===== config.mk =====
export PLATFORM = sky130hd
export DESIGN_NAME = rfid_reply_frame_parser
export DESIGN_NICKNAME = d
export VERILOG_FILES = /design/src/design/rfp_pkg.sv /design/src/design/rfid_reply_frame_parser.sv /design/src/design/rfp_emit.sv
export SDC_FILE = /design/constraint.sdc
export NUM_CORES = 1
export LEC_CHECK = 0
export ABC_CLOCK_PERIOD_IN_PS = 5300
export BUFFER_PORTS_ARGS = -buffer_cell sky130_fd_sc_hd__buf_4
export CAP_MARGIN = 0
export CORE_UTILIZATION = 62
export CTS_CLUSTER_SIZE = 8
export DETAILED_ROUTE_END_ITERATION = 10
export PLACE_DENSITY = 0.87
export SYNTH_ARGS = -nofsm -noshare
export SYNTH_HDL_FRONTEND = slang
export SYNTH_SLANG_ARGS = --single-unit

===== constraint.sdc =====
create_clock -name i_clk -period 5.3 [get_ports i_clk]
set_clock_uncertainty 0.05 [all_clocks]
set_input_delay 1.59 -clock i_clk [delete_from_list [all_inputs] [get_ports i_clk]]
set_output_delay 1.59 -clock i_clk [all_outputs]
set_load 0.01 [all_outputs]

===== src/design/rfp_pkg.sv =====
`timescale 1ns / 1ps

package rfp_pkg;

    localparam int FRAME_CAPACITY = 64;
    localparam int MAX_EPC_BYTES  = 32;

    localparam int CNT_W     = $clog2(FRAME_CAPACITY + 1);
    localparam int ADDR_W    = $clog2(FRAME_CAPACITY);
    localparam int EPC_LEN_W = 6;
    localparam int IDX_W     = 5;
    localparam int SUM_W     = EPC_LEN_W + 1;
    localparam int CMP_W     = 8;

    localparam logic [7:0] HEAD_BYTE   = 8'hBB;
    localparam logic [7:0] TAIL_BYTE   = 8'h7E;
    localparam logic [7:0] NOTICE_TYPE = 8'h02;
    localparam logic [7:0] NOTICE_CMD  = 8'h22;

    localparam int MIN_FRAME_LEN = 10;
    localparam int EPC_OVERHEAD  = 13;
    localparam int EPC_OFFSET    = 7;
    localparam int TYPE_OFFSET   = 1;
    localparam int CMD_OFFSET    = 2;
    localparam int RSSI_OFFSET   = 4;

    typedef enum logic [1:0] {
        KIND_EPC     = 2'd0,
        KIND_VALID   = 2'd1,
        KIND_INVALID = 2'd2,
        KIND_BAD_TAG = 2'd3
    } t_kind;

    typedef struct packed {
        logic              en;
        logic [ADDR_W-1:0] addr;
        logic [7:0]        data;
    } t_wr_req;

    typedef struct packed {
        t_kind                kind;
        logic [EPC_LEN_W-1:0] epc_len;
        logic signed [7:0]    rssi;
    } t_cmd;

    typedef struct packed {
        t_kind                kind;
        logic [7:0]           epc_byte;
        logic [IDX_W-1:0]     epc_index;
        logic [EPC_LEN_W-1:0] epc_length;
        logic signed [7:0]    rssi_dbm;
        logic                 last;
    } t_result;

endpackage


===== src/design/rfid_reply_frame_parser.sv =====
`timescale 1ns / 1ps
// events: a tail or overflow byte that gives one event shows it in the cycle after its transfer;
//   a tag notice passes through states S_RD and S_LOAD before its first epc byte shows in S_OUT
// throughput: one byte per cycle while the emitter is idle; each epc byte goes through the
//   single frame store read port in states S_RD, S_LOAD and S_OUT, and S_OUT holds on an
//   output stall; input waits until the last result of a frame is taken
// reset: synchronous active low, returns to head hunting; the frame store is not cleared

module rfid_reply_frame_parser
    import rfp_pkg::*;
(
    input  logic        i_clk,
    input  logic        i_rst_n,
    input  logic        s_axis_tvalid,
    output logic        s_axis_tready,
    input  logic [7:0]  s_axis_tdata,   // [7:0] rx_byte
    output logic        m_axis_tvalid,
    input  logic        m_axis_tready,
    output logic [31:0] m_axis_tdata,   // [7:0] epc_byte, [12:8] epc_index,
                                        // [18:13] epc_length, [26:19] rssi_dbm, rest zero
    output logic [1:0]  m_axis_tuser,   // [1:0] event_kind
    output logic        m_axis_tlast    // last_of_run
);

    logic             r_in_frame;
    logic [CNT_W-1:0] r_count;
    logic [7:0]       r_type;
    logic [7:0]       r_cmd;
    logic [7:0]       r_rssi;

    logic             busy;
    logic             accept;
    logic             overflow;
    logic             is_tail;
    logic [CNT_W-1:0] frame_len;
    logic [CMP_W-1:0] epc_full;
    t_wr_req          wr;
    logic             cmd_valid;
    t_cmd             cmd;
    logic             res_valid;
    t_result          res;

    assign s_axis_tready = !busy;
    assign accept        = s_axis_tvalid && s_axis_tready;
    assign overflow      = (r_count >= CNT_W'(FRAME_CAPACITY));
    assign is_tail       = (s_axis_tdata == TAIL_BYTE);
    assign frame_len     = r_count + CNT_W'(1);
    assign epc_full      = CMP_W'(frame_len) - CMP_W'(EPC_OVERHEAD);

    always_comb begin
        wr.en   = accept && (r_in_frame ? !overflow : (s_axis_tdata == HEAD_BYTE));
        wr.addr = r_in_frame ? r_count[ADDR_W-1:0] : '0;
        wr.data = s_axis_tdata;

        cmd_valid   = accept && r_in_frame && (overflow || is_tail);
        cmd.kind    = KIND_VALID;
        cmd.epc_len = EPC_LEN_W'(epc_full);
        cmd.rssi    = $signed(r_rssi);
        if (overflow || frame_len < CNT_W'(MIN_FRAME_LEN)) begin
            cmd.kind = KIND_INVALID;
        end else if (r_type != NOTICE_TYPE || r_cmd != NOTICE_CMD) begin
            cmd.kind = KIND_VALID;
        end else if (CMP_W'(frame_len) <= CMP_W'(EPC_OVERHEAD)
                     || epc_full > CMP_W'(MAX_EPC_BYTES)) begin
            cmd.kind = KIND_BAD_TAG;
        end else begin
            cmd.kind = KIND_EPC;
        end
    end

    always_ff @(posedge i_clk) begin
        if (!i_rst_n) begin
            r_in_frame <= 1'b0;
            r_count    <= '0;
        end else if (accept) begin
            if (!r_in_frame) begin
                if (s_axis_tdata == HEAD_BYTE) begin
                    r_in_frame <= 1'b1;
                    r_count    <= CNT_W'(1);
                end
            end else if (overflow || is_tail) begin
                r_in_frame <= 1'b0;
                r_count    <= '0;
            end else begin
                r_count <= frame_len;
            end
        end
    end

    // header bytes kept aside for the judgment at the tail
    always_ff @(posedge i_clk) begin
        if (accept && r_in_frame && !overflow) begin
            if (r_count == CNT_W'(TYPE_OFFSET)) begin
                r_type <= s_axis_tdata;
            end
            if (r_count == CNT_W'(CMD_OFFSET)) begin
                r_cmd <= s_axis_tdata;
            end
            if (r_count == CNT_W'(RSSI_OFFSET)) begin
                r_rssi <= s_axis_tdata;
            end
        end
    end

    rfp_emit u_emit (
        .i_clk       (i_clk),
        .i_rst_n     (i_rst_n),
        .i_wr        (wr),
        .i_cmd_valid (cmd_valid),
        .i_cmd       (cmd),
        .o_busy      (busy),
        .o_res_valid (res_valid),
        .o_res       (res),
        .i_res_ready (m_axis_tready)
    );

    assign m_axis_tvalid = res_valid;
    assign m_axis_tuser  = res.kind;
    assign m_axis_tlast  = res.last;
    assign m_axis_tdata  = {5'b0, $unsigned(res.rssi_dbm), res.epc_length,
                            res.epc_index, res.epc_byte};

endmodule


===== src/design/rfp_emit.sv =====
`timescale 1ns / 1ps

module rfp_emit
    import rfp_pkg::*;
(
    input  logic    i_clk,
    input  logic    i_rst_n,
    input  t_wr_req i_wr,
    input  logic    i_cmd_valid,
    input  t_cmd    i_cmd,
    output logic    o_busy,
    output logic    o_res_valid,
    output t_result o_res,
    input  logic    i_res_ready
);

    typedef enum logic [1:0] {
        S_IDLE,
        S_RD,
        S_LOAD,
        S_OUT
    } t_state;

    logic [7:0]           r_mem [FRAME_CAPACITY];
    logic [7:0]           r_rd_data;
    logic [ADDR_W-1:0]    rd_addr;
    logic [SUM_W-1:0]     addr_sum;

    t_state               r_state;
    logic [EPC_LEN_W-1:0] r_idx;
    logic [EPC_LEN_W-1:0] r_len;
    logic signed [7:0]    r_rssi;
    t_result              r_res;

    // frame store, one write and one registered read per cycle
    always_ff @(posedge i_clk) begin
        if (i_wr.en) begin
            r_mem[i_wr.addr] <= i_wr.data;
        end
        r_rd_data <= r_mem[rd_addr];
    end

    assign addr_sum = SUM_W'(r_idx) + SUM_W'(EPC_OFFSET);
    assign rd_addr  = ADDR_W'(addr_sum);

    always_ff @(posedge i_clk) begin
        if (!i_rst_n) begin
            r_state <= S_IDLE;
        end else begin
            unique case (r_state)
                S_IDLE: begin
                    if (i_cmd_valid) begin
                        if (i_cmd.kind == KIND_EPC) begin
                            r_len   <= i_cmd.epc_len;
                            r_rssi  <= i_cmd.rssi;
                            r_idx   <= '0;
                            r_state <= S_RD;
                        end else begin
                            r_res.kind       <= i_cmd.kind;
                            r_res.epc_byte   <= '0;
                            r_res.epc_index  <= '0;
                            r_res.epc_length <= '0;
                            r_res.rssi_dbm   <= '0;
                            r_res.last       <= 1'b1;
                            r_state          <= S_OUT;
                        end
                    end
                end
                S_RD: begin
                    r_state <= S_LOAD;
                end
                S_LOAD: begin
                    r_res.kind       <= KIND_EPC;
                    r_res.epc_byte   <= r_rd_data;
                    r_res.epc_index  <= r_idx[IDX_W-1:0];
                    r_res.epc_length <= r_len;
                    r_res.rssi_dbm   <= r_rssi;
                    r_res.last       <= (r_idx == r_len - EPC_LEN_W'(1));
                    r_state          <= S_OUT;
                end
                S_OUT: begin
                    if (i_res_ready) begin
                        if (r_res.last) begin
                            r_state <= S_IDLE;
                        end else begin
                            r_idx   <= r_idx + EPC_LEN_W'(1);
                            r_state <= S_RD;
                        end
                    end
                end
                default: begin
                    r_state <= S_IDLE;
                end
            endcase
        end
    end

    assign o_busy      = (r_state != S_IDLE);
    assign o_res_valid = (r_state == S_OUT);
    assign o_res       = r_res;

endmodule


After elaboration in Yosys (flattened, before gate mapping) --
Memories as Yosys holds them, arrays and structs flattened. A register that Yosys moved wholly into a read port is not among the register bits. Cells that the tools add are included.
Word-level totals: bits in registers 84, latch bits 0, bits in writable memories 512, bits in read-only memories 0, bits of input ports 12, output and inout bits 37, logic and storage cells 92, memories 1
Memory list:
- u_emit.r_mem | words 64, bits a word 8, read ports 1, clocked after memory_dff 1, wr ports 1, line rfp_emit.sv:24 | logic [7:0] r_mem [FRAME_CAPACITY];
Operators by class: add/sub/neg operators 5, multiply operators 0, div/mod/pow operators 0, $lt $le $gt $ge 4, equality and inequality tests 16, shifts and indexed selects 0, mux-type cells 26, bitwise logic cells 0, reductions and logical operators 25
Operators by type and width (count):
- two-way mux 30 bit | 2
- one-hot mux 30 bit (2 select lines) | 1
- two-way mux 6 bit | 5
- two-way mux 7 bit | 3
- two-way mux 2 bit | 6
- one-hot mux 6 bit (2 select lines) | 1
- AND reduction 2 bit | 5
- == test 8 x 7 -> 1 bit (second input constant) | 1
- == test 8 bit (second input constant) | 1
- > comparator 8 x 6 -> 1 bit (second input constant) | 1
- inequality test 8 x 2 -> 1 bit (second input constant) | 1
- inequality test 8 x 6 -> 1 bit (second input constant) | 1
- one-hot mux 2 bit (4 select lines) | 1
- AND reduction 4 bit | 2
- nonzero test 2 bit | 4
- subtractor 7 x 4 -> 8 bit (second input constant) | 1
- adder 7 x 1 -> 7 bit (second input constant) | 1
- == test 7 x 1 -> 1 bit (second input constant) | 1
- == test 7 x 2 -> 1 bit (second input constant) | 1
- == test 7 x 3 -> 1 bit (second input constant) | 1
- >= comparator 7 bit (second input constant) | 1
- less-or-equal comparator 7 x 4 -> 1 bit (second input constant) | 1
- < comparator 7 x 4 -> 1 bit (second input constant) | 1
- two-way mux 1 bit | 7
- 13 further kinds | 26

Logic depth before layout (Yosys ltp) --
Gate-level depths: netlist of the first run.
depth after elaboration 11, gate-level depth with buffers 11, depth with buffers taken out 8

Cells and area by module --
A second synthesis of the first run with hierarchy kept.
Unflattened totals: cells, all modules 1245, area, all modules 24051.8 µm²
Modules (own cells, without submodules):
- rfp_emit | instances 1, cells an instance 1086, area an instance 22278.9 µm², seq. area each 17076.4 µm²
- rfid_reply_frame_parser | instances 1, cells an instance 159, area an instance 1773.0 µm², seq. area each 880.8 µm²

Worst setup path after synthesis of the first run --
Ideal clock, no wire load.
kind input to register, from in s_axis_tdata[7], to reg u_emit.r_res, in the netlist u_emit.o_res[0] (enable), setup time 0.435 ns, arrival 3.803 ns, data required time 4.815 ns, slack 1.012 ns, stages on the path 6, path buffers 0, cell sequence nand4bb_1 > nor2_1 > nor2_1 > nor2_1 > o21ai_0 > a31oi_1
Between the ends: cells in the longest elaborated chain, start to end 5
RTL lines:
- start: declaration | line rfid_reply_frame_parser.sv:16 | input logic [7:0] s_axis_tdata,
- == test 8 x 7 -> 1 bit | line rfid_reply_frame_parser.sv:46 | assign is_tail = (s_axis_tdata == TAIL_BYTE);
- logical OR 1 bit | line rfid_reply_frame_parser.sv:55 | cmd_valid = accept && r_in_frame && (overflow || is_tail);
- logical AND 1 bit | line rfid_reply_frame_parser.sv:55
- inequality test 2 bit (no source line)
- AND reduction 4 bit (no source line)
- end: declaration | line rfp_emit.sv:33 | t_result r_res;
Every way passes these cells. A chain may end at the register's enable or synchronous reset.

Final worst setup path of the first run --
from in s_axis_tvalid, to mem u_emit.r_mem[44][3] (enable)
Between the ends: cells in the longest elaborated chain, start to end 4
RTL lines:
- start: declaration | line rfid_reply_frame_parser.sv:14 | input logic s_axis_tvalid,
- logical AND 1 bit | line rfid_reply_frame_parser.sv:44 | assign accept = s_axis_tvalid && s_axis_tready;
- logical AND 1 bit | line rfid_reply_frame_parser.sv:51 | wr.en = accept && (r_in_frame ? !overflow : (s_axis_tdata == HEAD_BYTE));
- two-way mux 1 bit | line rfp_emit.sv:37 | if (i_wr.en) begin
- two-way mux 1 bit (not written as such) | line rfp_emit.sv:38 | r_mem[i_wr.addr] <= i_wr.data;
- end: declaration | line rfp_emit.sv:24
Every way passes these cells.

==> results of run 1 <==
## final timing paths
| path | end | slack [ns] |
|---|---|---|
| max | u_emit.r_mem[44][3] | 1.52 |
| min | u_emit.r_rssi[3] | 0.37 |
| max reg2reg | u_emit.r_idx[3] | 1.59 |
| min reg2reg | u_emit.r_rssi[3] | 0.37 |
## flip-flops by register name, summed over array words and instances, names as in the netlist
signal            count
u_emit.r_len          6
u_emit.r_mem        512
u_emit.r_state        2
r_in_frame            1
u_emit.r_rssi         8
r_type                8
u_emit.r_idx          6
r_rssi                8
u_emit.r_rd_data      8
u_emit.o_res         30
r_cmd                 8
r_count               7
## synthesized netlist by cell type, types with 2 or more instances
| cell type | count | share of area, % |
|---|---|---|
| edfxtp_1 | 586 | 74 |
| mux4_2 | 160 | 15 |
| nor2_1 | 82 | 1.3 |
| and2_1 | 33 | 0.87 |
| nand2_1 | 29 | 0.46 |
| clkbuf_1 | 26 | 0.41 |
| a22oi_1 | 20 | 0.63 |
| dfxtp_1 | 18 | 1.5 |
| inv_1 | 16 | 0.25 |
| o21ai_0 | 15 | 0.31 |
| buf_2 | 14 | 0.29 |
| xnor2_1 | 14 | 0.51 |
| ha_1 | 13 | 0.68 |
| buf_4 | 11 | 0.35 |
| nor2b_1 | 11 | 0.29 |
| a21oi_1 | 10 | 0.21 |
| nand3_1 | 10 | 0.21 |
| nor3_1 | 10 | 0.21 |
| nand4_1 | 9 | 0.24 |
| xor2_1 | 9 | 0.33 |
| and3_1 | 6 | 0.16 |
| buf_6 | 4 | 0.19 |
| a21boi_0 | 3 | 0.094 |
| nor4b_1 | 3 | 0.11 |
| o21a_1 | 3 | 0.094 |
| a211o_1 | 2 | 0.073 |
| a221oi_1 | 2 | 0.073 |
| a31oi_1 | 2 | 0.052 |
| and2b_1 | 2 | 0.063 |
| and4_1 | 2 | 0.073 |
| buf_1 | 2 | 0.031 |
| nand4bb_1 | 2 | 0.094 |
| nor4_1 | 2 | 0.052 |
| o2111ai_1 | 2 | 0.073 |
| o31a_1 | 2 | 0.073 |
| o41ai_1 | 2 | 0.073 |
| or2_2 | 2 | 0.052 |
| or3_1 | 2 | 0.052 |
## metrics by stage
stage | worst slack [ns] | hold slack (ns) | instance area (um2) | total power, uW | instances
2_1_floorplan | 1.01 | 0.350 | 23900 | 6040 | 1163
3_3_place_gp | 1.26 | 0.351 | 24700 | 6350 | 1675
3_5_place_dp | 1.12 | 0.357 | 24700 | 6390 | 1675
4_1_cts | 1.62 | 0.371 | 27100 | 11300 | 1793
5_1_grt | 1.47 | 0.383 | 27100 | 11500 | 1793
6_report | 1.52 | 0.370 | 27100 | 11300 | 1793
## routing by layer
metal	global-route usage [%]	part of all wire, %
met5	0	0.020
met4	13.7	4.4
met3	6.80	12
met2	49.6	48
met1	44.1	35
## critical path, stage by stage
cell and delay, ns:
buf_4 0.10, nand3_1 0.22, nor3_1 0.45, nand3_1 0.73
nor2_1 0.87
## report_power, final
| part | switching [uW] | internal, uW |
|---|---|---|
| Combinational | 589 | 425 |
| Sequential | 25.2 | 5300 |
| Clock | 1920 | 3020 |
| Total | 2530 | 8750 |
## logic make-up after synthesis
group	synth area share, %
buf+inv	1.52
simple gates	4.34
compound gates	2.13
xor+xnor	0.912
flops	75.3
mux	15.1
other cells	0.0157
fa+ha+maj	0.682
## cell type report
class                      instances  area (um2)
timing repair buffer              58         460
fill                            1991       10700
inverter                          16        60.1
clock buffer                     113        2300
multi-input combinational        486        5600
tap                              511         639
clock inverter                     5        72.6
sequential                       604       18000
## placed cells by master (no fill, tap or decap), types with 10 or more instances in the layout
cell type	count
nor2b_1	11
clkbuf_1	25
o21ai_0	15
clkbuf_16	88
xnor2_1	12
dfxtp_1	18
nor2_1	82
inv_1	16
edfxtp_1	586
and2_1	33
ha_1	12
a22oi_1	20
a21oi_1	10
nor3_1	10
nand3_1	10
nand2_1	29
buf_4	56
mux4_2	160
==> results_dict.tcl, run 1 <==
set metrics [dict create \
    status "finished, final reports clean" \
    max_freq_ghz 0.264 \
    antenna_found_initial 1 \
    arrival_ns 3.96 \
    hp-class "reg -> reg" \
    fin_nets 1276 \
    first_pass_iters 6 \
    drive_gt1_share_pct 25.0 \
    clkLatencyLatePin_ns 0.62 \
    rr_worst_depth 8 \
    synth_area_um2 23900 \
    vias_per_cell 7.12 \
    holdPathStages 0 \
    hold_violations 0 \
    peakVddDrop_v 0.000271 \
    start_kind "input pin" \
    globalplace.congestion 0.934 \
    slew_headroom_pct 19.9 \
    cap_violations 0 \
    place_hpwl_um 32400 \
    vias 12764 \
    design.die.area_um2 39300 \
    reg2reg_from "r_count[0]" \
    grt_pass1_vias 12599 \
    syn_inst 1159 \
    synthArstFlopShare_pct 0 \
    clkSlewWorstSetupHoldPaths_ns 0.05 \
    yosysSeqAreaShare_pct 75.3 \
    die_w_um 198 \
    rsz0062_at_grt "no" \
    fin_util_pct 71.7 \
    antenna_left 0 \
    cts_tree "yes" \
    wl_per_cell_um 33.2 \
    num_rows 71 \
    drt_wl_total_um 59500 \
    cp-end-kind "flip-flop" \
    pin_count 49 \
    areaGrowthSynthToFinish_pct 13.5 \
    start_util_pct 63.2 \
    grt_max_degree 135 \
    setup_tns_ns 0 \
    cts_repair_resize_count 0 \
    ys_seq_elements 604 \
    ys_warn_count 0 \
    final_max_slew_viol_count 0 \
    die_h_um 198 \
    synth-edff-count 586 \
    grt_usage_pct 31.8 \
    cts-root-buf "clkbuf_16" \
    min_period_over_period_pct 71.4 \
    finalSetupViolCount 0 \
    first_iter_violations 2172 \
    post-route-drc-count 0 \
    clock_sinks 604 \
    postCtsHoldBufs 0 \
    p_leak_uw 0.00860 \
    grt_pass1_wl_um 86800 \
    syn_area_per_cell_um2 20.6 \
    crit_fanout 8 \
    worst_pin_slew_ns 1.20 \
    layout_min_cycle_time_ns 3.78 \
    startpoint "s_axis_tvalid" \
    p_per_area_nw_per_um2 417 \
    h-tree-depth 3 \
    postCtsSetupBuffers 0 \
    yosys_most_used_dff "edfxtp_1" \
    gr-total-overflow 0 \
    cp.required_ns 5.47 \
    min_from "r_rssi[3]" \
    numPortBuffers 43 \
    critPathKind "in -> reg" \
    clockBufferDepth 3 \
    synth_cell_type_count 56 \
    core_area_um2 37800 \
    numCtsBuffers 85 \
    antenna_cells 0 \
]
Power figures use the tool's default switching activity.
==> run 2, diff against run 1 <==
--- a/config.mk
+++ b/config.mk
@@ -5,7 +5,7 @@
 export SDC_FILE = /design/constraint.sdc
 export NUM_CORES = 1
 export LEC_CHECK = 0
-export ABC_CLOCK_PERIOD_IN_PS = 5300
+export ABC_CLOCK_PERIOD_IN_PS = 3550
 export BUFFER_PORTS_ARGS = -buffer_cell sky130_fd_sc_hd__buf_4
 export CAP_MARGIN = 0
 export CORE_UTILIZATION = 62
==> constraint.sdc (replaced) <==
create_clock -name i_clk -period 3.55 [get_ports i_clk]
set_clock_uncertainty 0.05 [all_clocks]
set_input_delay 1.065 -clock i_clk [delete_from_list [all_inputs] [get_ports i_clk]]
set_output_delay 1.065 -clock i_clk [all_outputs]
set_load 0.01 [all_outputs]
==> run 2 against run 1 <==
Register-to-register slack worse by 1.3 ns. Largest power group unchanged. Final area up 2.0%. Critical path type is now reg -> reg. Sequential share of layout area down 1.3 points. Setup slack worse by 1.3 ns. Flip-flop and latch count unchanged. Sequential power up 50%. First-iteration DRC count down 5.1%. Routed wire length up 4.3%. Clock-buffer cell count down 9. Clock power up 47%. Highest routed layer unchanged. Via count up 3.7%.
==> results_dict.tcl, run 2 (synthesis gave the netlist of run 1 again) <==
set metrics [dict create \
    place_hpwl_um 32500 \
    p_per_area_nw_per_um2 608 \
    clkLatencyLatePin_ns 0.60 \
    arrival_ns 3.50 \
    gr-total-overflow 0 \
    critPathKind "reg -> reg" \
    areaGrowthSynthToFinish_pct 15.8 \
    post-place-ws_ns 0.256 \
    wl_per_cell_um 33.4 \
    num_rows 71 \
    die_w_um 198 \
    vias_per_cell 7.13 \
    clkSlewWorstSetupHoldPaths_ns 0.05 \
    numCtsBuffers 85 \
    clock_sinks 604 \
    grt_pass1_wl_um 90500 \
    crit_fanout 13 \
    final_common_cell "edfxtp_1" \
    cts-root-buf "clkbuf_16" \
    core_area_um2 37800 \
    hold_violations 0 \
    cp-end-kind "flip-flop" \
    fin_ws_ns 0.251 \
    numPortBuffers 43 \
    vias 13236 \
    postCtsSetupBuffers 0 \
    finalSetupViolCount 0 \
    die_h_um 198 \
    postCtsHoldBufs 0 \
    cap_violations 0 \
    design.die.area_um2 39300 \
    grt_usage_pct 33.0 \
    setup_tns_ns 0 \
    cp.required_ns 3.75 \
    globalplace.congestion 0.893 \
    drt_wl_total_um 62100 \
    placed_area_um2 25300 \
    power_uw 16800 \
    start_util_pct 63.2 \
    antenna_left 0 \
    cts_tree "yes" \
    cts_repair_resize_count 0 \
    slew_headroom_pct 39.6 \
    largest_register_ffs 512 \
    regMostFlops "u_emit.r_mem" \
    rsz0062_at_grt "no" \
    final_cell_mix "586 x edfxtp_1, 160 x mux4_2, 124 x buf_4" \
    grt_pass1_vias 13197 \
    design_area_um2 27600 \
    status "finished, final reports clean" \
    start_kind "flip-flop" \
    antenna_found_initial 3 \
    peakVddDrop_v 0.000450 \
    pin_count 49 \
    worst_pin_slew_ns 0.901 \
    p_leak_uw 0.00897 \
    hp-class "reg -> reg" \
    layout_min_cycle_time_ns 3.30 \
    fin_nets 1347 \
    final_max_slew_viol_count 0 \
    clockBufferDepth 3 \
    first_pass_iters 7 \
    min_period_over_period_pct 92.9 \
    first_iter_violations 2061 \
    max_freq_ghz 0.303 \
    grt_max_degree 72 \
    h-tree-depth 3 \
    post-route-drc-count 0 \
    drive_gt1_share_pct 29.2 \
]
## run 2: cell count changes in the layout (fill, tap and decap cells not counted), moves of 2 or more
| cell | before | now |
|---|---|---|
| buf_12 | 2 | 5 |
| clkbuf_1 | 25 | 17 |
| diode_2 | 0 | 2 |
| buf_4 | 56 | 124 |
## run 2: layout make-up
| type | instances | area [um2] |
|---|---|---|
| Fill cell | 1891 | 10100 |
| Inverter | 16 | 60.1 |
| Clock inverter | 5 | 80.1 |
| Clock buffer | 104 | 2240 |
| Antenna cell | 2 | 5.00 |
| Multi-Input combinational cell | 486 | 5610 |
| Timing Repair Buffer | 129 | 1030 |
| Sequential cell | 604 | 18000 |
| Tap cell | 511 | 639 |
## run 2: per-stage QoR
stage	std cells	utilization [%]	hold WS (ns)
floorplan	1163	-	0.350
global placement	1746	67.0	0.352
detailed placement	1746	67.0	0.356
CTS	1855	73.1	0.364
global route	1855	73.2	0.368
finish	1857	73.2	0.365
## run 2: worst paths after layout
check / from / to / slack (ns) / cells after the start
worst max-delay path: r_count[1] / u_emit.r_idx[3] / 0.25 / 8
worst min register to register: r_rssi[4] / u_emit.r_rssi[4] / 0.36 / 0
worst min-delay path: r_rssi[4] / u_emit.r_rssi[4] / 0.36 / 0
worst max register to register: r_count[1] / u_emit.r_idx[3] / 0.25 / 8
## run 2: report_power, final
group          internal (uW)  switching [uW]
clock network           4430            2830
logic                    656             916
registers               7920            51.5
## run 2: metal layers
metal / routed length [um] / global-route usage, % / up-vias
li1: - / - / 5049
met1: 21100 / 42.9 / 6689
met2: 29900 / 52.1 / 1243
met3: 7550 / 8.79 / 251
met4: 3440 / 16.6 / 4
met5: 29 / 0 / -
## run 2: critical path: stages (launching register included)
cell and delay [ns]:
dfxtp_1 0.62, inv_1 0.21, ha_1 0.44, nand2b_1 0.14
o2111ai_1 0.20, a211o_1 0.39, a31o_1 0.26, a211o_1 0.33
a21oi_2 0.32
